### config.mk
export PLATFORM = sky130hd
export DESIGN_NAME = hst_front
export DESIGN_NICKNAME = d
export VERILOG_FILES = /design/src/hst_pkg.sv /design/src/hst_front.sv
export SDC_FILE = /design/constraint.sdc
export NUM_CORES = 1
export LEC_CHECK = 0
export BUFFER_PORTS_ARGS = -buffer_cell sky130_fd_sc_hd__buf_4
export CELL_PAD_IN_SITES_DETAIL_PLACEMENT = 0
export CELL_PAD_IN_SITES_GLOBAL_PLACEMENT = 1
export CORE_MARGIN = 4
export CORE_UTILIZATION = 32
export CTS_BUF_LIST = sky130_fd_sc_hd__clkbuf_4 sky130_fd_sc_hd__clkbuf_8
export DETAILED_ROUTE_END_ITERATION = 10
export GPL_TIMING_DRIVEN = 0
export HOLD_SLACK_MARGIN = 0.1
export PLACE_DENSITY = 0.88
export SLEW_MARGIN = 15
export SYNTH_ARGS = -nofsm -noshare
export SYNTH_HDL_FRONTEND = slang
export SYNTH_SLANG_ARGS = --single-unit
export TNS_END_PERCENT = 100
### constraint.sdc
create_clock -name clock -period 1.9 [get_ports clock]
set_input_delay 0.19 -clock clock [delete_from_list [all_inputs] [get_ports clock]]
set_output_delay 0.19 -clock clock [all_outputs]
set_load 0.01 [all_outputs]
### src/hst_pkg.sv
// Shared types, sizes and codes for the hash set table.
package hst_pkg;

   // table geometry; the bucket count is a power of two so the bucket is the key's low bits
   localparam int BUCKET_BITS = 7;
   localparam int BUCKETS     = 1 << BUCKET_BITS;
   localparam int WAYS        = 4;
   localparam int WAY_BITS    = (WAYS > 1) ? $clog2(WAYS) : 1;

   localparam int FUNC_W   = 2;
   localparam int KEY_W    = 31;
   localparam int STATUS_W = 2;

   // bucket row: every way's key from the bottom up, then one valid mark per way
   localparam int MASK_LSB = WAYS * KEY_W;
   localparam int ROW_W    = MASK_LSB + WAYS;

   localparam int REQ_DATA_W = 32;
   localparam int RSP_DATA_W = 8;

   // front-to-back queue
   localparam int QUEUE_AW    = 1;
   localparam int QUEUE_DEPTH = 1 << QUEUE_AW;

   // operation codes as they arrive on the bus
   localparam logic [FUNC_W-1:0] FUNC_ADD    = 2'd0;
   localparam logic [FUNC_W-1:0] FUNC_REMOVE = 2'd1;

   typedef enum logic [1:0] {
      OP_ADD    = 2'd0,
      OP_REMOVE = 2'd1,
      OP_TEST   = 2'd2
   } op_type;

   typedef enum logic [STATUS_W-1:0] {
      ST_DONE      = 2'd0,
      ST_UNCHANGED = 2'd1,
      ST_FULL      = 2'd2
   } status_type;

   typedef enum logic [2:0] {
      S_CLEAR = 3'b001,
      S_IDLE  = 3'b010,
      S_LOOK  = 3'b100
   } back_state_type;

   typedef struct packed {
      op_type                 op;
      logic [BUCKET_BITS-1:0] bucket;
      logic [KEY_W-1:0]       key;
   } queue_entry_type;

   typedef struct packed {
      logic                   wr_en;
      logic [BUCKET_BITS-1:0] wr_addr;
      logic                   rd_en;
      logic [BUCKET_BITS-1:0] rd_addr;
   } ram_ctrl_type;

endpackage

### src/hst_front.sv
// Input stage: takes requests, decodes the operation and picks the bucket.
module hst_front import hst_pkg::*; (
   input  logic              clock,
   input  logic              reset,
   input  logic              req_tvalid,
   output logic              req_tready,
   input  logic [FUNC_W-1:0] req_func,
   input  logic [KEY_W-1:0]  req_key,
   output logic              push,
   output queue_entry_type   push_entry,
   input  logic              queue_full
);

   logic            item_valid_ff, item_valid_in;
   queue_entry_type item_ff;
   queue_entry_type decoded;
   logic            accept;

   always_comb begin
      decoded.key    = req_key;
      decoded.bucket = req_key[BUCKET_BITS-1:0];
      unique case (req_func)
         FUNC_ADD:    decoded.op = OP_ADD;
         FUNC_REMOVE: decoded.op = OP_REMOVE;
         default:     decoded.op = OP_TEST;   // unused code behaves as a lookup
      endcase
   end

   assign push       = item_valid_ff && !queue_full;
   assign req_tready = !item_valid_ff || !queue_full;
   assign accept     = req_tvalid && req_tready;
   assign push_entry = item_ff;

   assign item_valid_in = accept || (item_valid_ff && !push);

   always_ff @(posedge clock) begin
      if (reset) begin
         item_valid_ff <= 1'b0;
      end else begin
         item_valid_ff <= item_valid_in;
      end
   end

   always_ff @(posedge clock) begin
      if (accept) begin
         item_ff <= decoded;
      end
   end

endmodule

==> reports/summary.txt <==
Global route total overflow: 0
Number of antenna violations at the first check in global routing: 0
Core Region: 3337 um2
Critical-path top delay cell: and2_2
Cell at the root of the clock tree: clkbuf_4
TritonCTS sink count: 34
Unrepaired setup endpoints after global routing: no
Final Skew: 3.545 ps
Vias per inst: 4.056
Area share of the leading cell type in the synthesized netlist: 90.00%
Outcome: finished clean
Longest Clk Path Bufs: 2
Number of buffers created by CTS: 5
Proportion of synthesized chip area in sequential cells: 91.82%
Total number of vias: 864
CP peak stage delay: 630 ps
Row count: 21
Aggregate global-route resource usage: 12.65%
Port Buffer Count: 78
Count of state elements after synthesis: 34
Data arrival at the endpoint of the critical path: 1360 ps
Syn Nets: 85
Power per unit of standard cell area: 705.3 nW/um2
Vias in the first global route: 913
Top-level I/O count: 79
Final cell count without fillers: 213
Post-synthesis cell type count: 10
Area Overhead vs Synth: 93.41%
Ranking of synthesized cells by area: edfxtp_1, buf_4, dfxtp_1
HPWL Detailed: 1.806 mm
Kind of launch point of the worst setup path: register
Width of the chip: 66.66 um
Proportion of layout cells with a drive suffix above 1: 56.29%
Worst-Margin Slew: 733.6 ps
Drc violations: 0
Nets: 203
Average detailed-routed wire length per instance: 12.48 um
Worst-case setup margin in the final layout: 488.0 ps
Mean Syn Cell Area: 22.94 um2
Number of warning messages in the yosys log: 0
Worst vdd rail ir drop: 379.5 uV
Largest area contributor in the netlist: edfxtp_1
End-of-flow core utilization: 63.82%
Clock-pin slew on the worst setup and hold paths: 90 ps
Count of endpoints failing setup in the final report: 0
Hold Fails Final Rpt: 0
Netlist area before placement: 1101 um2
Starting density of the core: 33.00%
Final worst path period need: 1412 ps
Peak clock frequency supported by timing: 708.2 MHz
Placed Instances: 172
Clock Latency Late Sink: 310 ps
Global-route wire length before repair: 4.022 mm
Number of buffers added for setup after CTS: 0
# fillers: 229
Number of standard cells after synthesis: 48
Number of nets with antenna violations after detailed routing: 0
Max-capacitance violation count: 0
Share of the cycle needed by the critical path after routing: 74.32%
Leakage Power: 0.9252 nW
Type of the most critical hold path: in -> reg
Iter 0 DRT Violations: 23
Relative max-transition margin: 51.09%
Count of antenna diodes in the layout: 0
Placer Congestion: 0.6185
Maximum fanout encountered on the critical timing path: 33
Setup WS pre-CTS: 468.1 ps
Total iterations of the first detailed-routing run: 2
Pins Over Slew Limit: 0
Level count of the clock H-tree: 2
Sum of negative setup slack: 0 ps
Routed wire length: 2.659 mm
Area of the die: 4444 um2
Maximum number of pins on one net before global-route repair: 34
Vert. Die Dim: 66.66 um
Reg2reg setup slack: 490 ps
Critical path class: reg -> reg
Sort of element at the end of the critical path: register
TritonCTS clock tree: built
Ordered cell list for the critical path: nand2_1 > and2_2
Required time at the worst-slack endpoint: 1850 ps
final cells by class:
class / instances / area, um2 / area share (%)
clock buffers: 6 / 45.04 / 2.115
repair buffers: 111 / 915.9 / 43.01
plain buffers: 8 / 56.30 / 2.644
multi-input cells: 6 / 35.03 / 1.645
flip-flops and latches: 34 / 1011 / 47.47
well taps: 46 / 57.56 / 2.703
clock inverters: 2 / 8.758 / 0.4113
synth_stat cells:
master / number
a21oi_1: 1
nor2b_1: 1
clkbuf_1: 1
buf_4: 7
dfxtp_1: 1
edfxtp_1: 33
nor2_1: 1
and2b_2: 1
nand2_1: 1
and2_1: 1
placed cells by master, fill, tap and decap left out, drive strengths merged, types with 2 or more instances in the layout:
cell          n
clkinv        2
edfxtp       33
dlygate4sd3  33
buf          85
clkbuf        7
routing by layer:
layer,share of wire (%),vias up,global-route usage [%]
li1,-,408,-
met1,33,390,11.68
met2,53,60,23.14
met3,12,6,5.059
met4,2.3,0,7.107
met5,0,-,0
stage by stage:
stage | hold slack [ps] | power, mW | instance area, um2
detailed placement | 355.6 | 1.103 | 1745
finish | 141.5 | 1.502 | 2130
global placement | 347.9 | 1.097 | 1744
floorplan | 262.4 | 0.9624 | 1101
CTS | 125.4 | 1.529 | 2130
global route | 120.9 | 1.576 | 2130
critical path, delay by kind of cell (launching register included):
family / cells / cell delay [ps]
flip-flops: 1 / 330
AND/OR/NAND/NOR: 2 / 710
timing repair:
action / in CTS / in global routing
hold buffers: 33 / 0
hold endpoints to repair: 32 / 0
resized for setup: 0 / 0
flip-flops by register name, indices dropped and copies added, names as in the netlist:
register       flops
item_valid_ff      1
push_entry        33
where the power goes:
| part | switching (mW) | total (mW) | internal [mW] |
|---|---|---|---|
| Clock | 0.210 | 0.363 | 0.153 |
| Combinational | 0.0876 | 0.249 | 0.162 |
| Sequential | 0.0147 | 0.889 | 0.875 |
| Total | 0.312 | 1.50 | 1.19 |
worst paths after layout:
path | startpoint | endpoint | cells after the start
worst max-delay path | item_valid_ff$_SDFF_PP0_ | push_entry[16]$_DFFE_PP_ | 2
worst min-delay path | req_func[1] | push_entry[39]$_DFFE_PP_ | 2
worst max register to register | item_valid_ff$_SDFF_PP0_ | push_entry[16]$_DFFE_PP_ | 2
worst min register to register | item_valid_ff$_SDFF_PP0_ | item_valid_ff$_SDFF_PP0_ | 3
cells by family after synthesis:
kind of cell	after synthesis	synth area share, %
flip-flops	34	91.82
buffers and inverters	8	5.113
AND/OR/NAND/NOR	5	2.614
AO/OA/AOI/OAI	1	0.4541
Power figures use the tool's default switching activity.
