[src/hst_ram.sv]
// Generic single-write, single-read RAM with registered read data.
module hst_ram #(
   parameter int WIDTH = 8,
   parameter int DEPTH = 16
) (
   input  logic                     clock,
   input  logic                     wr_en,
   input  logic [$clog2(DEPTH)-1:0] wr_addr,
   input  logic [WIDTH-1:0]         wr_data,
   input  logic                     rd_en,
   input  logic [$clog2(DEPTH)-1:0] rd_addr,
   output logic [WIDTH-1:0]         rd_data
);

   logic [WIDTH-1:0] mem_ff [DEPTH];
   logic [WIDTH-1:0] rd_data_ff;

   always_ff @(posedge clock) begin
      if (wr_en) begin
         mem_ff[wr_addr] <= wr_data;
      end
      if (rd_en) begin
         rd_data_ff <= mem_ff[rd_addr];
      end
   end

   assign rd_data = rd_data_ff;

endmodule

[config.mk]
export PLATFORM = sky130hd
export DESIGN_NAME = hst_ram
export DESIGN_NICKNAME = d
export VERILOG_FILES = /design/src/hst_ram.sv
export SDC_FILE = /design/constraint.sdc
export NUM_CORES = 1
export LEC_CHECK = 0
export ABC_AREA = 1
export BUFFER_PORTS_ARGS = -buffer_cell sky130_fd_sc_hd__buf_4
export CAP_MARGIN = 20
export CORE_ASPECT_RATIO = 0.6
export CORE_MARGIN = 4
export CORE_UTILIZATION = 25
export CTS_BUF_LIST = sky130_fd_sc_hd__clkbuf_8
export CTS_CLUSTER_DIAMETER = 30
export DETAILED_ROUTE_END_ITERATION = 16
export GPL_ROUTABILITY_DRIVEN = 0
export PLACE_DENSITY_LB_ADDON = 0.08
export SETUP_SLACK_MARGIN = 0.1
export SYNTH_ARGS = -nofsm -noshare
export SYNTH_HDL_FRONTEND = slang
export SYNTH_SLANG_ARGS = --single-unit
[constraint.sdc]
create_clock -name clock -period 1.25 [get_ports clock]
set_input_delay 0.25 -clock clock [delete_from_list [all_inputs] [get_ports clock]]
set_output_delay 0.25 -clock clock [all_outputs]
set_load 0.01 [all_outputs]
==> results list, run 1 <==
- Standard cell area after detailed placement: 6780 µm²
- Final cell area excluding filler cells: 7320 µm²
- Counting every sink on the clock net gives 136.
* Synth Area in XOR/XNOR: 0%
- The worst path uses 109% of the clock period.
* Count of final hold-check violations: 0
- Cell-by-cell trace of the critical path: buf_6
- Cells with a size suffix above 1 make up 20.5% of the layout.
- Maximum number of pins on one net before global-route repair: 38
- Number of distinct library cell variants in the gate-level netlist after synthesis: 11
* Synthesized-area fraction occupied by adder cells: 0%
- Compound-cell area share of the yosys netlist: 0%
* Violation count after the first detailed-routing iteration: 226
- Final number of max-transition violations: 0
* Vias: 3,900
- Grt ovf: 0
* Worst IR drop on VDD: 0.000723 V
- After floorplanning, the core was divided into 43 placement rows.
- After detailed routing, the total wire length is 16,400 µm.
* # Post-CTS Setup Buffers: 0
* Die X: 205 µm
- Setup repair after global routing could not meet its margin everywhere.
- The checks that failed: setup timing.
* Slack of the critical path: -0.117 ns
* Avg Synthesized Cell Area: 10.6 µm²
- Root Driver: sky130_fd_sc_hd__clkbuf_8
* Overall Power: 9.72 mW
- For this configuration, the core starts out at a cell density of 25.4%.
- Antenna viol nets, final: 0
- Detailed placement finished with a half-perimeter wire length of 11,300 µm.
- In this run the power density over the cells is 1330 nW/µm².
- Synth-to-layout area growth: 25.2%
* Worst skew pair latency: 0.44 ns
- After detailed routing, the number of vias per cell comes to 4.13.
- The first global-routing pass estimated 24,900 µm of wire.
- The synthesized design contains 136 register bits.
* Final Setup Violations: 3
- Together, buffers and inverters on the worst path number 1.
- Simple-gate share of the synthesized area: 20.8%
- Static power due to leakage: 3.08 nW
- Final Util: 31.8%
* Number of buffers created by CTS: 17
* Flop-to-flop setup slack: 0.13 ns
- Area of the multi-input gates: 1330 µm²
- Number of optimization iterations in the first detailed-route pass: 4
- The path class of the tightest hold or removal check is in2reg.
- # Max-Cap Violations: 0
- At the end of the flow, the number of nets in the layout was 635.
- 0 antenna diodes ended up in the layout.
- Placed insts: 912
* Share of the yosys chip area belonging to registers: 69.8%
- Biggest fanout along the worst timing path: 1
- Across every metal layer, demand over resource in global routing totals 13.2%.
* Arrival time reported for the critical path endpoint: 1.12 ns
- For this run, design rule violations remaining after detail routing come to 0.
- Before CTS, the worst setup slack after placement is -0.271 ns.
- Tightest Pin Transition: 0.313 ns
- In this run the tightest slew margin relative to its limit is 79.1%.
- Net count after synthesis: 570
* Required time of the worst setup path: 1.00 ns
* Area taken by flip-flops and latches: 4080 µm²
- Synthesis produced a netlist whose cell count is 551.
- Clock input transition at the sequential cells of the worst setup and hold paths: 0.08 ns
- Based on the critical path, the design can be clocked at up to 732 MHz.
- Setup skew after layout: 0.0115 ns
- Input/output buffers: 26
* Final cell count without fillers: 944
- I/O pin cnt: 27
- Combinational family with the most area after synthesis: simple AND/OR/NAND/NOR gates
* Die height: 126 µm
- TritonCTS clock tree: yes
- For this design, the slowest cell found on the critical path is sky130_fd_sc_hd__edfxtp_1.
- The smallest clock period supported by the final layout is computed as 1.37 ns.
- Worst setup path category: reg2out
- After floorplanning, the core was sized to cover 23,000 µm².
- Endpoint class of the critical path: primary output
- For this run, the slowest stage of the critical path takes 0.51 ns.
- Routed length per placed instance: 17.4 µm
- Status: complete, but fails checks
- In this run the cell area of the synthesized design comes to 5850 µm².
- Total of fill cells in the finished design: 2,398
* Critical path startpoint category: flop
- Count of H-tree levels built during CTS: 4
- Antenna violations before repair: 0
* Family with the most delay on the worst path: flip-flops
* Fraction of synthesized area in multiplexers: 0%
- The die covers 26,000 µm².
- The number of global-route vias before repair is 4,041.
- Total number of yosys warnings: 0
- Maximum root-to-sink buffer count: 2
[cell usage after synthesis, drive strengths merged]
library cell	n	share of area (%)
nand3	97	8.3
buf	24	2.8
nand3b	2	0.26
nand2	173	11
inv	102	6.5
edfxtp	136	70
nor2	17	1.1
[what timing repair did]
action                                 CTS  global route
pin swaps                                0             3
gates resized for setup                 14            19
endpoints found under the hold margin    0             0
gates cloned                             0             0
setup endpoints to repair               10            15
hold buffers                             0             0
[per-stage QoR]
stage / TNS [ns] / hold slack (ns)
3_3_place_gp: -5.33 / 0.602
3_5_place_dp: -5.89 / 0.601
6_report: -0.197 / 0.143
5_1_grt: -0.573 / 0.113
4_1_cts: -0.453 / 0.120
2_1_floorplan: 0 / 0.349
[sequential cells by signal, indices dropped and copies added (netlist names)]
signal and count:
mem_ff 128, rd_data 8
[placed cells by master (no fill, tap or decap)]
cell                         netlist  layout
sky130_fd_sc_hd__nand3_2           0      19
sky130_fd_sc_hd__nand2_4           0       1
sky130_fd_sc_hd__inv_1           100     101
sky130_fd_sc_hd__nor2_2            0       3
sky130_fd_sc_hd__nand2_1         173     169
sky130_fd_sc_hd__bufinv_16         0       3
sky130_fd_sc_hd__nand3_1          97      78
sky130_fd_sc_hd__buf_4             4      48
sky130_fd_sc_hd__buf_12            0      14
sky130_fd_sc_hd__buf_6             6       8
sky130_fd_sc_hd__nor2_1           17      14
sky130_fd_sc_hd__nand3b_1          2       2
sky130_fd_sc_hd__edfxtp_1        136     136
sky130_fd_sc_hd__clkinvlp_4        0       6
sky130_fd_sc_hd__inv_2             2       3
sky130_fd_sc_hd__clkinv_2          0       4
sky130_fd_sc_hd__nand2_2           0       3
sky130_fd_sc_hd__clkbuf_8          0      17
[layer usage]
| metal | routed length [µm] | vias to the layer above | track usage (%) |
|---|---|---|---|
| met5 | 0 | - | 0 |
| met4 | 150 | 0 | 3.54 |
| met3 | 781 | 9 | 3.17 |
| met2 | 6940 | 75 | 19.0 |
| met1 | 8550 | 1907 | 19.8 |
| li1 | - | 1909 | - |
[logic make-up (layout without fill, tap and decap cells)]
logic type	Yosys count	in the layout
and+or+nand+nor	289	289
DFF	136	136
buffers and inverters	126	204
[cell type report]
cell class                 instances  area share, %
sequential                       136           55.8
multi-input combinational        289           18.2
timing repair buffer              70           9.98
tap                              315           5.38
inverter                         102           5.23
clock buffer                      17           3.20
clock inverter                    15           2.22
[path summary, 6_finish.rpt]
kind,end,startpoint,depth (start not counted)
setup / recovery,rd_data[4],rd_data[4],1
hold / removal,rd_data[4],rd_en,1
setup reg to reg,rd_data[3],mem_ff[7][3],6
hold reg to reg,rd_data[2],mem_ff[6][2],6
[report_power, final]
| part | leakage [nW] | switching (mW) | total [mW] | internal, mW |
|---|---|---|---|---|
| registers | 1.24 | 0.0391 | 5.17 | 5.13 |
| logic | 1.65 | 0.517 | 0.838 | 0.322 |
| clock network | 0.192 | 1.77 | 3.71 | 1.94 |
| total | 3.08 | 2.33 | 9.72 | 7.39 |
Power figures use the tool's default switching activity.
==> run 2, diff against run 1 <==
--- a/config.mk
+++ b/config.mk
@@ -15,7 +15,7 @@
 export CTS_CLUSTER_DIAMETER = 30
 export DETAILED_ROUTE_END_ITERATION = 16
 export GPL_ROUTABILITY_DRIVEN = 0
-export PLACE_DENSITY_LB_ADDON = 0.08
+export PLACE_DENSITY = 0.45
 export SETUP_SLACK_MARGIN = 0.1
 export SYNTH_ARGS = -nofsm -noshare
 export SYNTH_HDL_FRONTEND = slang
==> run 2 against run 1 <==
- the run still ends with setup timing left
- final area fell by 1.8%
- non-clock buffer count fell by 10
- clock-buffer cell count did not move
- power fell by 3.5%
- fmax rose by 1.6%
- sequential share of layout area rose by 1.0 points
- critical path type unchanged
- critical endpoint is now rd_data[6]
==> results list, run 2 (synthesized netlist as in run 1, its figures left out) <==
* Status: complete, but fails checks
- Violations in the final reports: setup timing
* Startpoint of the worst hold path: wr_data[1]
- Global Route Usage Sum: 12.2%
* Clock input transition at the sequential cells of the worst setup and hold paths: 0.09 ns
- TritonCTS created 17 clock buffers.
- The slowest stage of the critical path belongs to the cell sky130_fd_sc_hd__edfxtp_1.
- Measured along the y axis, the die boundary spans 126 µm.
- First-pass GRT wire length: 23,400 µm
- Worst IR drop on VDD: 0.000537 V
* Die X: 205 µm
- Tightest Pin Transition: 0.448 ns
- The clock net in this run drives a total of 136 sinks.
- The number of global-route vias before repair was 3,832.
* Maximum number of pins on one net before global-route repair: 49
- Across the run, the number of max-cap violations was 0.
* Root Driver: sky130_fd_sc_hd__clkbuf_8
- Initial core utilization: 25.4%
- The max-slew violation total from the final report is 0.
* Flip-flop count of the largest register after layout: 128
- TritonCTS built the clock tree.
- Worst setup path category: reg2out
- The number of endpoints with negative hold slack in the final report came to 0.
- Number of design rule violations left after detail routing: 0
- In this run the worst path has a maximum fanout of 1.
* Final Setup Violations: 4
- Post-layout nets: 625
* Static power due to leakage: 3.00 nW
- In this run the core area contains 43 standard-cell rows.
* Antenna violations before repair: 0
- Commonest cells after routing, fill and taps aside: sky130_fd_sc_hd__nand2_1 (170), sky130_fd_sc_hd__edfxtp_1 (136), sky130_fd_sc_hd__inv_1 (101)
- Slew margin rel.: 70.1%
* Violation count after the first detailed-routing iteration: 310
- In the final layout, the share of cells above drive strength 1 is 19.2%.
- On the critical path the largest part of the delay comes from flip-flops.
- Detailed placement HPWL: 10,200 µm
- Vias/cell: 4.23
- Slack of the critical path: -0.0955 ns
* Critical path startpoint category: flop
- Total inserted antenna cells: 0
- No sink is reached through more buffers than the 2 on the longest clock path.
- Data on the critical path arrives at its endpoint at 1.10 ns.
* Flop-to-flop setup slack: 0.15 ns
- Post-route clock period utilization: 108%
- Cell-by-cell trace of the critical path: buf_6
* Total Neg Setup Slack: -0.312 ns
- mem_ff holds more flip-flops than any other register.
- Number of optimization iterations in the first detailed-route pass: 5
* Worst skew pair latency: 0.45 ns
* Pwr dens: 1300 nW/µm²
- The tightest hold path in the finished design has a slack of 0.111 ns.
- Grt ovf: 0
- Counting I/O delays and the setup requirement, the final critical path takes 1.35 ns.
- Setup repair after global routing could not meet its margin everywhere.
- Derived from the worst setup path, the maximum achievable clock frequency is 743 MHz.
- I/O pin cnt: 27
- Most common library cell in the layout ignoring fill and taps: sky130_fd_sc_hd__nand2_1
- Antenna viol nets, final: 0
* Reg-to-Reg Start: mem_ff[0][4]
* Endpoint of the lowest-slack register-to-register path: rd_data[4]
- Floorplan die area: 26,000 µm²
- Setup skew after layout: 0.0129 ns
- Largest stage delay, worst path: 0.48 ns
- WHS Path Cells: 1
- For the worst flop-to-flop path, the logic depth is 6.
- Counting both buffers and inverters, the worst setup path holds a total of 1.
- Hold-critical path endpoint: mem_ff[11][1]
* Required time of the worst setup path: 1.00 ns
- Endpoint class of the critical path: primary output
- Count of H-tree levels built during CTS: 4
* Synth-to-layout area growth: 22.9%
- Buffers inserted to repair hold after CTS numbered 0.
- The core region is 23,000 µm².
- Input/output buffers: 26
- After detailed routing, the average wire length per cell comes to 16.4 µm.
* Aggregate routed wire length: 15,300 µm
* Class of the worst hold path: in2reg
- The detailed router placed 3,948 vias in this run.
- After layout, the design draws a total of 9.38 mW.
==> run 2: report_power, final <==
part / total, mW / switching, mW / internal [mW]
clock network: 3.43 / 1.86 / 1.57
registers: 5.17 / 0.0405 / 5.13
logic: 0.780 / 0.486 / 0.294
total: 9.38 / 2.38 / 6.99
==> run 2: repair_timing <==
action,4_1_cts,5_1_grt
gates cloned,0,0
endpoints found under the setup margin,10,14
resized for setup,14,20
setup buffers,0,0
pin swaps,1,15
==> run 2: per-layer routing <==
metal | vias up | track usage, % | wire length (µm)
li1 | 1888 | - | -
met1 | 1923 | 19.4 | 8340
met2 | 115 | 15.9 | 5990
met5 | - | 0 | 0
met4 | 0 | 3.46 | 219
met3 | 22 | 3.22 | 789
==> run 2: worst max-delay path by stage <==
stage	startpoint	end	slack (ns)	depth (start not counted)
after global placement	rd_addr[0]	rd_data[4]	-0.31	8
after global routing	rd_data[6]	rd_data[6]	-0.13	1
after detailed placement	rd_addr[0]	rd_data[4]	-0.30	8
final	rd_data[6]	rd_data[6]	-0.1	1
after floorplan	wr_addr[2]	mem_ff[10][0]	0.05	2
after CTS	rd_data[6]	rd_data[6]	-0.12	1
==> run 2: metrics by stage <==
stage	instance area (µm²)	instances	utilization (%)	setup WS, ns
after floorplan	5850	551	-	0.0492
after global placement	6670	902	29.0	-0.310
after detailed placement	6670	902	29.0	-0.299
after CTS	7090	934	30.8	-0.119
after global routing	7190	934	31.2	-0.133
final	7190	934	31.2	-0.0955
==> run 2: area by class of cell <==
| type | count | area (µm²) |
|---|---|---|
| clock inverters | 15 | 130 |
| well taps | 315 | 394 |
| clock buffers | 17 | 234 |
| repair buffers | 60 | 618 |
| flip-flops and latches | 136 | 4080 |
| fillers | 2353 | 15800 |
| multi-input cells | 289 | 1340 |
| inverters | 102 | 383 |
