<file path="src/hst_pkg.sv">
// Shared types, sizes and codes for the hash set table.
package hst_pkg;

   // table geometry; the bucket count is a power of two so the bucket is the key's low bits
   localparam int BUCKET_BITS = 7;
   localparam int BUCKETS     = 1 << BUCKET_BITS;
   localparam int WAYS        = 4;
   localparam int WAY_BITS    = (WAYS > 1) ? $clog2(WAYS) : 1;

   localparam int FUNC_W   = 2;
   localparam int KEY_W    = 31;
   localparam int STATUS_W = 2;

   // bucket row: every way's key from the bottom up, then one valid mark per way
   localparam int MASK_LSB = WAYS * KEY_W;
   localparam int ROW_W    = MASK_LSB + WAYS;

   localparam int REQ_DATA_W = 32;
   localparam int RSP_DATA_W = 8;

   // front-to-back queue
   localparam int QUEUE_AW    = 1;
   localparam int QUEUE_DEPTH = 1 << QUEUE_AW;

   // operation codes as they arrive on the bus
   localparam logic [FUNC_W-1:0] FUNC_ADD    = 2'd0;
   localparam logic [FUNC_W-1:0] FUNC_REMOVE = 2'd1;

   typedef enum logic [1:0] {
      OP_ADD    = 2'd0,
      OP_REMOVE = 2'd1,
      OP_TEST   = 2'd2
   } op_type;

   typedef enum logic [STATUS_W-1:0] {
      ST_DONE      = 2'd0,
      ST_UNCHANGED = 2'd1,
      ST_FULL      = 2'd2
   } status_type;

   typedef enum logic [2:0] {
      S_CLEAR = 3'b001,
      S_IDLE  = 3'b010,
      S_LOOK  = 3'b100
   } back_state_type;

   typedef struct packed {
      op_type                 op;
      logic [BUCKET_BITS-1:0] bucket;
      logic [KEY_W-1:0]       key;
   } queue_entry_type;

   typedef struct packed {
      logic                   wr_en;
      logic [BUCKET_BITS-1:0] wr_addr;
      logic                   rd_en;
      logic [BUCKET_BITS-1:0] rd_addr;
   } ram_ctrl_type;

endpackage

</file>
<file path="src/hst_back.sv">
// Back end: reads a bucket row, compares all ways, writes back and forms the response.
module hst_back import hst_pkg::*; (
   input  logic            clock,
   input  logic            reset,
   input  logic            q_valid,
   input  queue_entry_type q_entry,
   output logic            q_pop,
   output ram_ctrl_type    ram_ctrl,
   output logic [ROW_W-1:0] ram_wr_data,
   input  logic [ROW_W-1:0] ram_rd_data,
   output logic            rsp_tvalid,
   input  logic            rsp_tready,
   output logic            rsp_present,
   output status_type      rsp_status
);

   back_state_type          state_ff, state_in;
   queue_entry_type         cur_ff;
   logic                    fwd_ff, fwd_in;
   logic [ROW_W-1:0]        fwd_row_ff;
   logic [BUCKET_BITS-1:0]  clr_addr_ff, clr_addr_in;
   logic                    rsp_valid_ff, rsp_valid_in;
   logic                    rsp_present_ff;
   status_type              rsp_status_ff;

   logic [ROW_W-1:0]        row;
   logic [ROW_W-1:0]        new_row;
   logic [WAYS-1:0]         vmask;
   logic [WAYS-1:0]         new_mask;
   logic                    found;
   logic                    has_free;
   logic [WAY_BITS-1:0]     hit_way;
   logic [WAY_BITS-1:0]     free_way;
   logic                    set_bit;
   logic                    clr_bit;
   status_type              status;
   logic                    done;
   logic                    same_bucket;
   logic                    clr_last;

   // tag compare over the row; lowest-numbered way wins for both hit and free slot
   always_comb begin
      row      = fwd_ff ? fwd_row_ff : ram_rd_data;
      vmask    = row[MASK_LSB +: WAYS];
      found    = 1'b0;
      has_free = 1'b0;
      hit_way  = '0;
      free_way = '0;
      for (int w = WAYS - 1; w >= 0; w--) begin
         if (vmask[w] && (row[w*KEY_W +: KEY_W] == cur_ff.key)) begin
            found   = 1'b1;
            hit_way = WAY_BITS'(w);
         end
         if (!vmask[w]) begin
            has_free = 1'b1;
            free_way = WAY_BITS'(w);
         end
      end
   end

   always_comb begin
      status  = ST_DONE;
      set_bit = 1'b0;
      clr_bit = 1'b0;
      case (cur_ff.op)
         OP_ADD: begin
            if (found) begin
               status = ST_UNCHANGED;
            end else if (has_free) begin
               set_bit = 1'b1;
            end else begin
               status = ST_FULL;
            end
         end
         OP_REMOVE: begin
            if (found) begin
               clr_bit = 1'b1;
            end else begin
               status = ST_UNCHANGED;
            end
         end
         default: ;
      endcase

      new_row  = row;
      new_mask = vmask;
      if (set_bit) begin
         new_row[free_way*KEY_W +: KEY_W] = cur_ff.key;
         new_mask[free_way]               = 1'b1;
      end
      if (clr_bit) begin
         new_mask[hit_way] = 1'b0;
      end
      new_row[MASK_LSB +: WAYS] = new_mask;
   end

   assign done        = (state_ff == S_LOOK) && (!rsp_valid_ff || rsp_tready);
   assign q_pop       = q_valid && ((state_ff == S_IDLE) || done);
   assign same_bucket = (q_entry.bucket == cur_ff.bucket);

   // a follower to the same bucket takes the freshly written row instead of the RAM
   assign fwd_in = q_pop && done && same_bucket;

   // clearing pass after reset walks every row once
   assign clr_last    = (clr_addr_ff == BUCKET_BITS'(BUCKETS - 1));
   assign clr_addr_in = (state_ff == S_CLEAR) ? clr_addr_ff + BUCKET_BITS'(1) : clr_addr_ff;

   always_comb begin
      if (state_ff == S_CLEAR) begin
         ram_ctrl.wr_en   = 1'b1;
         ram_ctrl.wr_addr = clr_addr_ff;
      end else begin
         ram_ctrl.wr_en   = done && (set_bit || clr_bit);
         ram_ctrl.wr_addr = cur_ff.bucket;
      end
      ram_ctrl.rd_en   = q_pop && !fwd_in;
      ram_ctrl.rd_addr = q_entry.bucket;
   end
   assign ram_wr_data = (state_ff == S_CLEAR) ? '0 : new_row;

   always_comb begin
      state_in = state_ff;
      unique case (state_ff)
         S_CLEAR: begin
            if (clr_last) begin
               state_in = S_IDLE;
            end
         end
         S_IDLE: begin
            if (q_pop) begin
               state_in = S_LOOK;
            end
         end
         S_LOOK: begin
            if (done) begin
               state_in = q_pop ? S_LOOK : S_IDLE;
            end
         end
         default: state_in = S_IDLE;
      endcase
   end

   assign rsp_valid_in = done || (rsp_valid_ff && !rsp_tready);

   always_ff @(posedge clock) begin
      if (reset) begin
         state_ff     <= S_CLEAR;
         clr_addr_ff  <= '0;
         fwd_ff       <= 1'b0;
         rsp_valid_ff <= 1'b0;
      end else begin
         state_ff     <= state_in;
         clr_addr_ff  <= clr_addr_in;
         rsp_valid_ff <= rsp_valid_in;
         if (q_pop) begin
            fwd_ff <= fwd_in;
         end
      end
   end

   always_ff @(posedge clock) begin
      if (q_pop) begin
         cur_ff <= q_entry;
      end
      if (done) begin
         fwd_row_ff     <= new_row;
         rsp_present_ff <= found;
         rsp_status_ff  <= status;
      end
   end

   assign rsp_tvalid  = rsp_valid_ff;
   assign rsp_present = rsp_present_ff;
   assign rsp_status  = rsp_status_ff;

   a_stall_holds: assert property (@(posedge clock) disable iff (reset)
      (state_ff == S_LOOK) && rsp_valid_ff && !rsp_tready |=> (state_ff == S_LOOK))
      else $error("lookup left while response stalled");

   a_rsp_from_lookup: assert property (@(posedge clock) disable iff (reset)
      $rose(rsp_valid_ff) |-> $past(state_ff == S_LOOK))
      else $error("response raised without a lookup");

   a_full_not_present: assert property (@(posedge clock) disable iff (reset)
      rsp_valid_ff && (rsp_status_ff == ST_FULL) |-> !rsp_present_ff)
      else $error("full bucket reported with key present");

   a_write_when_allowed: assert property (@(posedge clock) disable iff (reset)
      ram_ctrl.wr_en |-> (state_ff == S_CLEAR) ||
                         ((state_ff == S_LOOK) && (cur_ff.op != OP_TEST)))
      else $error("row write outside clearing or an updating lookup");

   a_no_pop_clearing: assert property (@(posedge clock) disable iff (reset)
      (state_ff == S_CLEAR) |-> !q_pop)
      else $error("queue popped during the clearing pass");

endmodule

</file>
<file path="config.mk">
export PLATFORM = sky130hd
export DESIGN_NAME = hst_back
export DESIGN_NICKNAME = d
export VERILOG_FILES = /design/src/hst_pkg.sv /design/src/hst_back.sv
export SDC_FILE = /design/constraint.sdc
export NUM_CORES = 1
export LEC_CHECK = 0
export BUFFER_PORTS_ARGS = -buffer_cell sky130_fd_sc_hd__buf_2
export CAP_MARGIN = 20
export CORE_UTILIZATION = 56
export DETAILED_ROUTE_END_ITERATION = 16
export PLACE_DENSITY_LB_ADDON = 0.05
export SLEW_MARGIN = 20
export SYNTH_ARGS = -nofsm -noshare
export SYNTH_HDL_FRONTEND = slang
export SYNTH_SLANG_ARGS = --single-unit
</file>
<file path="constraint.sdc">
create_clock -name clock -period 5.9 [get_ports clock]
set_clock_uncertainty 0.1 [all_clocks]
set_input_delay 0.885 -clock clock [delete_from_list [all_inputs] [get_ports clock]]
set_output_delay 0.885 -clock clock [all_outputs]
set_load 0.005 [all_outputs]
</file>
==> impl_metrics.yaml <==
cts:
  post-cts-setup-buffers: 0
  ctsResizeCount: 0
  numCtsBuffers: 17
  cts_sinks: 183
  cts_tree: "yes"
  cts_hold_buf: 0
  clk-insertion-delay-late_ps: 460
  root_buffer: "clkbuf_16"
  h-tree-depth: 4
  clk_pin_slew_ps: 80
  cts_buffer_depth: 2
floorplan:
  initial_core_util_pct: 57.8
  io_pins: 321
  die_y_microns: 159
  die_w_microns: 159
  die_area_sq_um: 25100
  core_sq_um: 23800
  row_count: 56
pwr:
  combPwrFrac_pct: 11.2
  powerDensity_nw_per_um2: 187
  p_seq_share_pct: 47.9
  power_mw: 2.97
  leakage_nw: 6.34
  clock_power_share_pct: 40.9
  switching_share_pct: 27.5
  p_sw_mw: 0.815
  peakVddDrop_uv: 185
  p_int_mw: 2.15
logic_synthesis:
  yosysWarningCount: 0
  synth_nets: 1657
  syn_avg_cell_area_sq_um: 9.30
  synth_ff_type: "edfxtp_1"
  synth_seq_cells: 183
  synthArstFlopShare_pct: 0
  synth_area_sq_um: 13700
  postSynthCellCount: 1477
  ys_types: 43
  synth_edf_count: 171
  ys_seq_area_share_pct: 39.1
timing:
  final-setup-viol-count: 0
  tightest_slew_ps: 930
  layout_min_cycle_time_ps: 5670
  period_share_pct: 96.1
  finalMaxSlewViolations: 0
  hold_slack_ps: 405
  fmax_mhz: 176
  relSlewSlack_pct: 37.7
  finalHoldViolCount: 0
  totalNegativeSetupSlack_ps: 0
  grt_setup_unrepaired: "no"
worst_setup_path:
  crit_path_cell_trace: "buf_12 -> mux2i_1 -> xnor2_1 -> nor4_1 -> nand4_1 -> nor2_1 -> or4b_4 -> buf_4 -> o21ai_0 -> o31ai_1 -> buf_2"
  reg2reg_depth: 11
  arrival_ps: 4690
  worstPathRequired_ps: 4910
  critical_path_class: "flop to output pin"
  rrSetupSlack_ps: 1400
  cp_slowest_stage_delay_ps: 670
  worstReg2RegStart: "fwd_ff$_SDFFE_PP0P_"
  start_kind: "flop"
  reg2reg_to: "fwd_row_ff[86]$_DFFE_PP_"
  critPathSlowestCell: "buf_4"
  critPathCaptureType: "output pin"
  cp-endpoint: "ram_wr_data[35]"
  critPathLaunch: "fwd_ff$_SDFFE_PP0P_"
  crit_fanout: 93
route:
  finalWirelength_microns: 46600
  routed_via_density: 6.26
  dr.pass1.iters: 6
  vias: 12642
  avgRoutedWirePerCell_microns: 23.1
  drcViolationCount: 0
  ant_nets: 0
  initialDrtViolationCount: 1704
finish:
  antenna_cells: 0
  multi_input_area_sq_um: 7460
  fin_nets: 1868
  nFillCells: 1999
  register_area_sq_um: 5380
  drive_gt1_share_pct: 23.2
  area_growth_pct: 15.4
global_route:
  antenna_found_initial: 0
  grt_pass1_vias: 11631
  grt_first_pass_wirelength_microns: 68000
  grt_use_total_pct: 36.8
  grt_start_max_net_pins: 129
  grt_overflow: 0
placement:
  place_congestion: 0.946
  port_buffers: 320
  dp_hpwl_microns: 32800
outcome:
  status: "completed"
flow_run:
  drv_cap: 0
min_path:
  hold_path.class: "flop to flop"
[placed cells by master (no fill, tap or decap), types with 3 or more instances in the layout]
master / synthesis / layout
or2_2: 1 / 4
inv_6: 0 / 5
nand4_1: 16 / 16
nand2b_1: 4 / 4
nand2_1: 186 / 186
buf_12: 1 / 9
a32oi_1: 4 / 4
xor2_1: 23 / 23
a21oi_1: 10 / 10
mux2i_1: 249 / 249
ha_1: 8 / 8
nor3_1: 7 / 6
edfxtp_1: 171 / 171
inv_8: 0 / 3
nor2_1: 149 / 149
nand3_1: 38 / 38
o21ai_0: 158 / 158
buf_2: 10 / 320
inv_1: 9 / 7
o31ai_1: 95 / 95
clkinv_8: 0 / 5
nand3b_1: 3 / 3
dfxtp_1: 12 / 11
clkbuf_16: 0 / 18
nor4_1: 25 / 25
nor2b_1: 9 / 8
buf_4: 23 / 21
xnor2_1: 118 / 118
[per-layer routing]
| layer | vias to the layer above | share of wire, % | global-route usage, % |
|---|---|---|---|
| met1 | 5911 | 39 | 48.8 |
| met3 | 127 | 11 | 7.13 |
| li1 | 5706 | - | - |
| met2 | 898 | 46 | 57.9 |
| met4 | 0 | 4.6 | 17.6 |
| met5 | - | 0 | 0 |
[power groups by stage]
stage | sequential [mW] | combinational (mW) | clock, mW
3_5_place_dp | 1.45 | 0.326 | 0
4_1_cts | 1.42 | 0.328 | 1.22
6_report | 1.42 | 0.333 | 1.21
2_1_floorplan | 1.45 | 0.195 | 0
3_3_place_gp | 1.45 | 0.319 | 0
5_1_grt | 1.42 | 0.356 | 1.27
[Yosys cell counts (10+ instances only)]
| cell type | n | area [sq um] |
|---|---|---|
| mux2i_1 | 249 | 2490 |
| nand2_1 | 186 | 698 |
| edfxtp_1 | 171 | 5130 |
| o21ai_0 | 158 | 791 |
| nor2_1 | 149 | 559 |
| xnor2_1 | 118 | 1030 |
| o31ai_1 | 95 | 713 |
| clkbuf_1 | 77 | 289 |
| nand3_1 | 38 | 190 |
| buf_1 | 26 | 97.6 |
| nor4_1 | 25 | 156 |
| buf_4 | 23 | 173 |
| xor2_1 | 23 | 201 |
| buf_6 | 20 | 225 |
| nand4_1 | 16 | 100 |
| dfxtp_1 | 12 | 240 |
| a21oi_1 | 10 | 50.1 |
| buf_2 | 10 | 50.1 |
[area by class of cell]
class,instances,area share [%]
Timing Repair Buffer,351,12.3
Clock buffer,18,2.84
Inverter,9,0.245
Sequential cell,183,33.9
Clock inverter,14,1.06
Multi-Input combinational cell,1126,47.1
Tap cell,319,2.52
[cells by family (layout without fill, tap and decap cells)]
family | after synthesis | after routing | synth area share (%)
and+or+nand+nor | 450 | 450 | 14.1
adders and majority gates | 8 | 8 | 0.729
AOI/OAI and AO/OA | 278 | 278 | 12.2
muxes | 249 | 249 | 18.2
xor gates and xnor gates | 141 | 141 | 8.99
buffers and inverters | 168 | 392 | 6.69
DFF | 183 | 183 | 39.1
[registers in the layout (all words and copies together) (netlist names)]
signal / count
cur_ff: 40
fwd_row_ff: 128
rsp_status: 2
rsp_present: 1
state_ff: 3
clr_addr_ff: 7
fwd_ff: 1
rsp_tvalid: 1
[how the worst min path moves through the flow]
stage	start	endpoint	slack, ps	cells past startpoint
floorplan	clr_addr_ff[1]$_SDFFE_PP0P_	clr_addr_ff[1]$_SDFFE_PP0P_	370	2
global placement	clr_addr_ff[1]$_SDFFE_PP0P_	clr_addr_ff[1]$_SDFFE_PP0P_	380	2
detailed placement	clr_addr_ff[1]$_SDFFE_PP0P_	clr_addr_ff[1]$_SDFFE_PP0P_	390	2
CTS	clr_addr_ff[1]$_SDFFE_PP0P_	clr_addr_ff[1]$_SDFFE_PP0P_	400	2
global route	clr_addr_ff[1]$_SDFFE_PP0P_	clr_addr_ff[1]$_SDFFE_PP0P_	450	2
finish	clr_addr_ff[1]$_SDFFE_PP0P_	clr_addr_ff[1]$_SDFFE_PP0P_	400	2
[critical path, delay by kind of cell (launching register included)]
family	cells	cell delay, ps
flops	1	640
mux	1	400
compound gates	2	420
buf+inv	3	1170
simple gates	4	1360
xor+xnor	1	130
[metrics by stage]
step	instances	util [%]	setup slack [ps]	instance area (sq um)
final	2020	66.7	230	15800
after global routing	2020	66.7	62.4	15800
after CTS	2020	66.7	370	15800
after detailed placement	1988	64.1	852	15200
after global placement	1987	64.0	848	15200
after floorplan	1477	-	1450	13700
(Power assumes the default switching activity.)
