## config.mk

```make
export PLATFORM = sky130hd
export DESIGN_NAME = hst_queue
export DESIGN_NICKNAME = d
export VERILOG_FILES = /design/src/hst_pkg.sv /design/src/hst_queue.sv
export SDC_FILE = /design/constraint.sdc
export NUM_CORES = 1
export LEC_CHECK = 0
export ABC_AREA = 1
export BUFFER_PORTS_ARGS = -buffer_cell sky130_fd_sc_hd__buf_4
export CAP_MARGIN = 20
export CORE_MARGIN = 2
export CORE_UTILIZATION = 29
export DETAILED_ROUTE_END_ITERATION = 6
export SKIP_LAST_GASP = 1
export SYNTH_ARGS = -nofsm -noshare
export SYNTH_HDL_FRONTEND = slang
export SYNTH_SLANG_ARGS = --single-unit
```

## constraint.sdc

```tcl
create_clock -name clock -period 2.6 [get_ports clock]
set_input_delay 0.52 -clock clock [delete_from_list [all_inputs] [get_ports clock]]
set_output_delay 0.52 -clock clock [all_outputs]
set_load 0.01 [all_outputs]
```

## src/hst_pkg.sv

```systemverilog
// Shared types, sizes and codes for the hash set table.
package hst_pkg;

   // table geometry; the bucket count is a power of two so the bucket is the key's low bits
   localparam int BUCKET_BITS = 7;
   localparam int BUCKETS     = 1 << BUCKET_BITS;
   localparam int WAYS        = 4;
   localparam int WAY_BITS    = (WAYS > 1) ? $clog2(WAYS) : 1;

   localparam int FUNC_W   = 2;
   localparam int KEY_W    = 31;
   localparam int STATUS_W = 2;

   // bucket row: every way's key from the bottom up, then one valid mark per way
   localparam int MASK_LSB = WAYS * KEY_W;
   localparam int ROW_W    = MASK_LSB + WAYS;

   localparam int REQ_DATA_W = 32;
   localparam int RSP_DATA_W = 8;

   // front-to-back queue
   localparam int QUEUE_AW    = 1;
   localparam int QUEUE_DEPTH = 1 << QUEUE_AW;

   // operation codes as they arrive on the bus
   localparam logic [FUNC_W-1:0] FUNC_ADD    = 2'd0;
   localparam logic [FUNC_W-1:0] FUNC_REMOVE = 2'd1;

   typedef enum logic [1:0] {
      OP_ADD    = 2'd0,
      OP_REMOVE = 2'd1,
      OP_TEST   = 2'd2
   } op_type;

   typedef enum logic [STATUS_W-1:0] {
      ST_DONE      = 2'd0,
      ST_UNCHANGED = 2'd1,
      ST_FULL      = 2'd2
   } status_type;

   typedef enum logic [2:0] {
      S_CLEAR = 3'b001,
      S_IDLE  = 3'b010,
      S_LOOK  = 3'b100
   } back_state_type;

   typedef struct packed {
      op_type                 op;
      logic [BUCKET_BITS-1:0] bucket;
      logic [KEY_W-1:0]       key;
   } queue_entry_type;

   typedef struct packed {
      logic                   wr_en;
      logic [BUCKET_BITS-1:0] wr_addr;
      logic                   rd_en;
      logic [BUCKET_BITS-1:0] rd_addr;
   } ram_ctrl_type;

endpackage

```

## src/hst_queue.sv

```systemverilog
// Short queue that decouples the classifying front from the table back end.
module hst_queue import hst_pkg::*; (
   input  logic            clock,
   input  logic            reset,
   input  logic            push,
   input  queue_entry_type push_entry,
   output logic            full,
   input  logic            pop,
   output logic            pop_valid,
   output queue_entry_type pop_entry
);

   queue_entry_type         slot_ff [QUEUE_DEPTH];
   logic [QUEUE_AW-1:0]     wr_ptr_ff, wr_ptr_in;
   logic [QUEUE_AW-1:0]     rd_ptr_ff, rd_ptr_in;
   logic [QUEUE_AW:0]       count_ff, count_in;

   assign full      = (count_ff == (QUEUE_AW+1)'(QUEUE_DEPTH));
   assign pop_valid = (count_ff != '0);
   assign pop_entry = slot_ff[rd_ptr_ff];

   always_comb begin
      wr_ptr_in = push ? wr_ptr_ff + 1'b1 : wr_ptr_ff;
      rd_ptr_in = pop  ? rd_ptr_ff + 1'b1 : rd_ptr_ff;
      count_in  = count_ff;
      if (push && !pop) begin
         count_in = count_ff + 1'b1;
      end else if (pop && !push) begin
         count_in = count_ff - 1'b1;
      end
   end

   always_ff @(posedge clock) begin
      if (reset) begin
         wr_ptr_ff <= '0;
         rd_ptr_ff <= '0;
         count_ff  <= '0;
      end else begin
         wr_ptr_ff <= wr_ptr_in;
         rd_ptr_ff <= rd_ptr_in;
         count_ff  <= count_in;
      end
   end

   always_ff @(posedge clock) begin
      if (push) begin
         slot_ff[wr_ptr_ff] <= push_entry;
      end
   end

endmodule

```

==> results of run 1 <==
[layout make-up]
type / count / area (um2)
Clock buffer: 11 / 131
Clock inverter: 5 / 83.8
Fill cell: 1010 / 6200
Inverter: 9 / 33.8
Multi-Input combinational cell: 59 / 551
Sequential cell: 85 / 2500
Tap cell: 136 / 170
Timing Repair Buffer: 89 / 693
[report_power, final]
group          switching, mW  internal, mW
Sequential            0.0274          1.58
Clock                  0.457         0.546
Combinational          0.163         0.207
[metal layers]
layer	up-vias	routed length (um)
li1	784	-
met1	826	2360
met2	46	2920
met3	6	316
met4	0	68
met5	-	0
[registers in the layout, indices dropped and copies added, names as in the netlist, named ones only]
signal and cells:
count_ff 2, wr_ptr_ff 1, slot_ff 80, rd_ptr_ff 1
[worst reg2reg max path: cells and delay by family, from the launching register on]
| family | cells | cell delay [ns] |
|---|---|---|
| buffers and inverters | 2 | 0.63 |
| DFF | 1 | 0.40 |
| and+or+nand+nor | 1 | 0.09 |
[worst max-delay path by stage]
stage                     cells after the start       endpoint  from
after floorplan                               2  slot_ff[0][0]  push
after global placement                        3  pop_entry[19]  flop
after detailed placement                      3  pop_entry[19]  flop
after CTS                                     3  pop_entry[19]  flop
after global routing                          3  pop_entry[19]  flop
final                                         3   pop_entry[6]  flop
[kinds of logic after synthesis]
logic type	count (synthesis)	share of synthesized area, %
AOI/OAI and AO/OA	2	0.320
xor gates and xnor gates	1	0.280
adders and majority gates	1	0.400
buffers and inverters	13	2.52
DFF	85	80.1
muxes	40	14.4
and+or+nand+nor	15	1.96
[layout by cell type, fill, tap and decap left out, drive strengths merged]
| cell | Yosys | routed |
|---|---|---|
| ha | 1 | 1 |
| clkinvlp | 0 | 2 |
| o21ai | 1 | 1 |
| bufinv | 0 | 2 |
| nand3 | 1 | 1 |
| inv | 9 | 10 |
| nor3 | 1 | 1 |
| mux2 | 40 | 40 |
| clkbuf | 0 | 11 |
| xnor2 | 1 | 1 |
| nor2 | 6 | 6 |
| edfxtp | 80 | 80 |
| dfxtp | 5 | 5 |
| buf | 4 | 89 |
| a21oi | 1 | 1 |
| nand4 | 1 | 1 |
| nand2 | 6 | 6 |
==> out/results.txt, run 1 <==
For met1 alone, demand over resource in global routing was 11.2%. The die covers 11600 um2. The number of port buffers is 85, and the met3 usage is 3.21%. Prior to clock tree synthesis, the placed netlist has a worst setup slack of 0.731 ns.

The worst register-to-register path begins at wr_ptr_ff. The cell with the most instances after synthesis is edfxtp_1. The hold-critical path depth works out to 2.

The static leakage power was 1.57 nW; the detailed-placement wirelength estimate was 3.74 mm. The logs give 2 for the maximum number of buffers from clock root to sink and 1662 for the count of vias placed by the detailed router. The congestion estimate from routability-driven global placement came to 0.632. TritonCTS built the clock tree. After global routing, the most crowded layer is met2. The floorplan step defined a core boundary enclosing 10400 um2. Count of standard-cell rows: 37. STA puts the critical path data arrival time at 1.69 ns. The antenna diode count is 0, and the routed via count divided by cell count is 4.22.

Setup violations remaining at the end of the flow were counted as 0. The global-route usage over all layers was 9.83%; the global-route wire length before repair was 8.31 mm. For the clock latency on the worst-skew pair, the log shows 0.34 ns. The worst hold path terminates at rd_ptr_ff. From bottom edge to top edge, the die measures 108 um. In the routed design, unresolved DRC markers number 0.

On the worst path, the slowest cell contributes a delay of 0.59 ns. Counting flops and latches in the post-synthesis netlist gives 85. Type of destination of the critical path: an output pin. In the synthesized netlist the dominant register cell turns out to be edfxtp_1. Final non-filler cell area: 4170 um2. Number of cells on the worst reg-to-reg path: 3.

Post-synthesis cell type count: 14. Counting every net in the synthesized netlist gives 202. The number of buffers and inverters on the critical path was 2. After detailed routing, the total wire length is 5.67 mm. The tools report the number of slew-limit violations in the final report as 0. The number of placed instances, taps included, is 378. The signal on the critical path passes through buf_12 -> mux2_2 -> buf_4.

Ranked by instance count, the synthesized netlist is headed by edfxtp_1, mux2_2, inv_1, nand2_1, nor2_1. Hold is met by 0.358 ns. Setup repair after global routing left no endpoint under its margin. In this run the register-to-register setup slack is 1.18 ns. The run gives 157 as the number of instances in the synthesized netlist. The net count of the finished layout is 298. The count of endpoints failing hold in the final timing report was 0. After clock tree synthesis, the setup repair step added 0 buffers.

The average instance in the mapped netlist occupies 19.9 um2. The maximum level of the CTS H-tree is 3, and the placement-stage cell area is 3950 um2. The post-layout total power is 2.98 mW, and the number of global-route vias before repair is 1689. The post-route fraction of the period consumed by the critical path was 85.0%.

The synthesized netlist occupies a cell area of 3120 um2. The smallest clock period supported by the final layout is computed as 2.21 ns. Compared with the post-synthesis result, the final layout area differs by 33.4%. In this run the worst path has a maximum fanout of 26.

The flow ran to the end, and the final reports show no timing, DRC or antenna violations. Kind of launch point of the worst setup path: a flop. For the number of buffers inserted for hold repair after clock tree synthesis, the log shows 0.

Before antenna repair, the detailed router went through 4 iterations. The post-route netlist has 56.6% of its cells at a drive strength greater than 1. The critical path class is reg -> out.

By area the synthesized netlist is led by edfxtp_1, mux2_2, dfxtp_1, buf_6, inv_1. In this run the biggest area consumer among cell types represents 76.9% of the synthesized area. Entering global routing, the biggest net connects 27 pins.

After synthesis, flip-flops and latches occupy 80.1% of the total area. For the met2 capacity usage during global routing, the log shows 16.8%. After detailed routing, the average wire length per cell comes to 14.4 um. The largest clock skew in the final design is 0.00578 ns, and the overall die width is 108 um. Leaving out filler cells and counting taps, the final layout contains 394. The number of resized instances in the post-cts repair step was 0. The worst max-slew margin expressed relative to the limit came out at 66.5%.

The tool flagged a number of max-cap violations equal to 0. At the pin with the least slew margin, the transition time is 0.502 ns. Clock-pin slew was measured on the worst setup and hold paths at 0.08 ns.

Worst reg2reg path endpoint: slot_ff[1][1]. Kind of cell with the highest combined delay on the critical path: flip-flops. The highest-delay cell along the critical path was dfxtp_2. The count of clock tree sinks came out at 85. The library cell occupying the most area in the post-synthesis netlist was edfxtp_1. The worst hold path begins at reset.

Derived from the worst setup path, the maximum achievable clock frequency is 0.452 GHz. The initial DRC count was 46; the async set-reset flop share out of synthesis was 0%. The count of yosys warnings during synthesis is 0, and the number of antenna violations at the first check in global routing is 0. The tools report the remaining antenna violation count as 0. The total overflow left after global routing is 0.

The starting utilization of the core area came out at 30.1%. In this run the power density over the cells is 715 nW/um2. Yosys mapped a number of flops with a built-in enable equal to 80. Across the VDD grid, the largest voltage drop is 243 uV. The accumulated negative setup slack came out at 0 ns.

The cell sitting at the root of the clock tree is a clkbuf_8. For the required time of the critical path, the log shows 2.08 ns. The path class of the lowest-slack min-delay path was in -> reg. The run gives 40.2% as the final core utilization. After layout, the worst setup slack is 0.390 ns. Number of clock buffers inserted by TritonCTS: 9. 86 I/O pins were placed.
Note: power is estimated with default switching activity, not from simulation.
==> inputs of run 2 (changes only) <==
PLACE_DENSITY = 0.51   (was not set)
clock period = 2.5 ns   (was 2.6 ns; I/O delays follow)
==> run 2 against run 1 <==
Global-route usage decreased by 0.27 points. Non-clock buffer count down 1. Clock-buffer cell count up 1. Largest power group unchanged. Highest routed layer unchanged. Combinational power up 6.8%.
==> out/results.txt, run 2 (synthesis gave the netlist of run 1 again) <==
The required time of the critical path was 2.00 ns (-0.08 ns). The setup slack of the most critical reg-to-reg path was 1.12 ns (-0.06 ns). The final non-filler cell area was 4160 um2 (about the same); the total power density per cell area was 735 nW/um2 (+2.8%). The met1 wire length was 2.21 mm (-6.5%). For the count of standard-cell rows, the log shows 37 (unchanged).

The type of destination of the critical path is an output pin. The count of endpoints failing hold in the final timing report is 0 (unchanged), and the number of buffers inserted to repair setup after CTS is 0 (unchanged). The final core utilization is 40.2% (about the same), and the number of top-level design ports is 86 (unchanged). The final critical delay including setup and external delays is 1.96 ns, and the remaining antenna violation count is 0 (unchanged). The logs give 0.34 ns (about the same) for the clock latency on the worst-skew pair and 11600 um2 (unchanged) for the die footprint. The number of clock buffers inserted by TritonCTS was 9 (unchanged). The run gives 41 (+52%) as the largest net degree at the start of global routing.

In this run the critical register-to-register path is launched from wr_ptr_ff. The run finished with clean final reports. Setup repair after global routing left no endpoint under its margin. The logs give 297 (-0.34%) for the net count of the finished layout and 40 (-13%) for the initial DRC count. For the maximum level of the CTS H-tree, the log shows 3 (unchanged).

The tools report the critical path data arrival time as 1.46 ns (-0.23 ns). The starting utilization of the core area is 30.1% (unchanged). The sequential standard cell area was 2500 um2 (unchanged); the routed wire length per instance was 13.7 um (-4.5%). The transition time of the tightest slew-check pin was 0.543 ns (+0.0410 ns).

The filler cell count in the final layout was 1002 (-0.79%); the clock-pin transition on the worst setup and hold timing paths was 0.07 ns (about the same). The cell sitting at the root of the clock tree is a clkbuf_8. The number of antenna violations at the first check in global routing was 0 (unchanged).

Count of final setup violators: 0 (unchanged). Grouping stages by cell kind, the critical path spends the most delay in buffers and inverters. The logs give 0.637 mW (-1.5%) for the switching power and 8.02 mm (-3.5%) for the global-route wire length before repair. The number of port buffers is 85 (unchanged), and the area inside the core boundary is 10400 um2 (unchanged). The static leakage power is 1.57 nW (about the same), and the global-route usage over all layers is 9.56% (-0.27 points). The internal power is 2.42 mW (+3.9%). slot_ff holds more flip-flops than any other register.

The routed via count divided by cell count is 4.12 (-2.3%). For the largest clock skew in the final design, the log shows 0.00516 ns (-0.000622 ns). The capturing element of the worst setup path is pop_entry[27]. The run gives 2.69 mm (-8.1%) as the wire length on met2.

The number of flip-flops under the largest register name is 80 (unchanged). The iteration count of the initial detailed-routing pass was 4 (unchanged); the instance count on the critical path was 3 (unchanged). The number of buffers and inverters on the critical path was 2 (unchanged); the share of final-layout standard cells stronger than drive strength 1 was 56.0% (-0.56 points).

In this run the critical register-to-register path is captured at slot_ff[0][32]. The count of vias placed by the detailed router is 1620 (-2.5%), and the hold slack is 0.337 ns (-0.0208 ns). The synthesis-to-layout area growth was 33.3% (about the same).

Number of global-route vias before repair: 1630 (-3.5%). Walking the worst path, the cells encountered are buf_12 -> mux2_2 -> buf_4. The run gives 427 um (+35%) as the total met3 wirelength after detailed routing. The overall routed net length is 5.40 mm (-4.7%). The worst setup path is of the reg -> out kind.

The tools report the final worst slack as 0.538 ns (+0.148 ns). Worst ir drop on vdd: 277 uV (+14%). Number of resized instances in the post-cts repair step: 0 (unchanged). The total overflow reported by the global router came out at 0 (unchanged).

The largest registers in the layout are slot_ff: 80 flops, count_ff: 2 flops. The worst max-slew margin expressed relative to the limit came out at 63.7% (-2.8 points). TritonCTS built the clock tree. The largest stage delay on the critical path works out to 0.38 ns (-0.21 ns). The path class of the lowest-slack min-delay path is in -> reg.

The tools report the accumulated negative setup slack as 0 ns (unchanged). Of the available clock period, the critical path in the final layout requires 78.5%. For the maximum achievable frequency, the log shows 0.510 GHz. The library cell used most frequently in the layout, excluding fill and tap cells, is buf_4. Number of slew-limit violations in the final report: 0 (unchanged). On the critical path, the stage with the largest delay is an instance of mux2_2.

The switching share of power is 20.8% (-0.89 points). The run gives 54.3% (+0.4 points) as the sequential share of power. The area taken by multi-input logic gates was 551 um2 (unchanged); the total DRC errors in the routed layout was 0 (unchanged). The number of cells on the worst reg-to-reg path came out at 2 (-1). Number of buffers inserted for hold repair after clock tree synthesis: 0 (unchanged).

The placement-stage cell area was 3960 um2 (+0.13%); the max-cap violation count was 0 (unchanged). The overall die width was 108 um (unchanged). The worst slack at placement came out at 0.790 ns (+0.0590 ns).

The logs give 0.638 (+0.92%) for the global placement routability congestion and 85 (unchanged) for the count of clock tree sinks. The kind of launch point of the worst setup path was a flop. In the layout the commonest cells are buf_4, edfxtp_1, mux2_2, clkbuf_8, inv_1.

For the maximum number of buffers from clock root to sink, the log shows 2 (unchanged). The detailed-placement wirelength estimate is 3.43 mm (-8.3%). The maximum net fanout on the critical path is 40 (+54%). For the antenna diode count, the log shows 0 (unchanged). The chip height works out to 108 um (unchanged).

Relative contribution of the clock network to total power: 32.9% (-0.8 points). In this run the top signal layer used is met4. Proportion of power drawn by combinational gates: 12.9% (+0.5 points).
[run 2: cell count changes in the layout (fill, tap and decap cells not counted), sizes merged]
cell,before,now
clkbuf,11,12
inv,10,9
clkinv,0,1
clkinvlp,2,1
buf,89,88
[run 2: how the worst min path moves through the flow]
stage,end,from,cells after the start
floorplan,flop,rd_ptr_ff,2
global placement,rd_ptr_ff,rd_ptr_ff,2
detailed placement,flop,rd_ptr_ff,2
CTS,flop,reset,2
global route,slot_ff[0][5],push_entry[5],1
finish,flop,reset,2
[run 2: through the flow]
step           total power [mW]  cells
3_5_place_dp               2.10    377
6_report                   3.06    393
2_1_floorplan              1.89    157
4_1_cts                    3.11    393
5_1_grt                    3.20    393
3_3_place_gp               2.09    377
[run 2: cell type report]
| cell class | count | share of cell area, % |
|---|---|---|
| inverters | 9 | 0.811 |
| well taps | 136 | 4.09 |
| multi-input cells | 59 | 13.2 |
| clock buffers | 12 | 3.25 |
| clock inverters | 4 | 1.74 |
| repair buffers | 88 | 16.8 |
| flip-flops and latches | 85 | 60.1 |
[run 2: power groups by stage]
stage          clock network [mW]  logic, mW  registers [mW]
2_1_floorplan                   0      0.197            1.69
3_3_place_gp                    0      0.404            1.69
3_5_place_dp                    0      0.405            1.69
4_1_cts                      1.05      0.406            1.66
5_1_grt                      1.10      0.432            1.67
6_report                     1.01      0.394            1.66
[run 2: worst register-to-register path, stage by stage (launching register included)]
cell and delay (ns):
dfxtp_1 0.34, nor2_4 0.46, buf_12 0.27
[run 2: per-layer routing]
| metal | up-vias | GRT usage [%] |
|---|---|---|
| li1 | 779 | - |
| met1 | 785 | 11.6 |
| met2 | 48 | 14.6 |
| met3 | 8 | 4.06 |
| met4 | 0 | 4.67 |
| met5 | - | 0 |
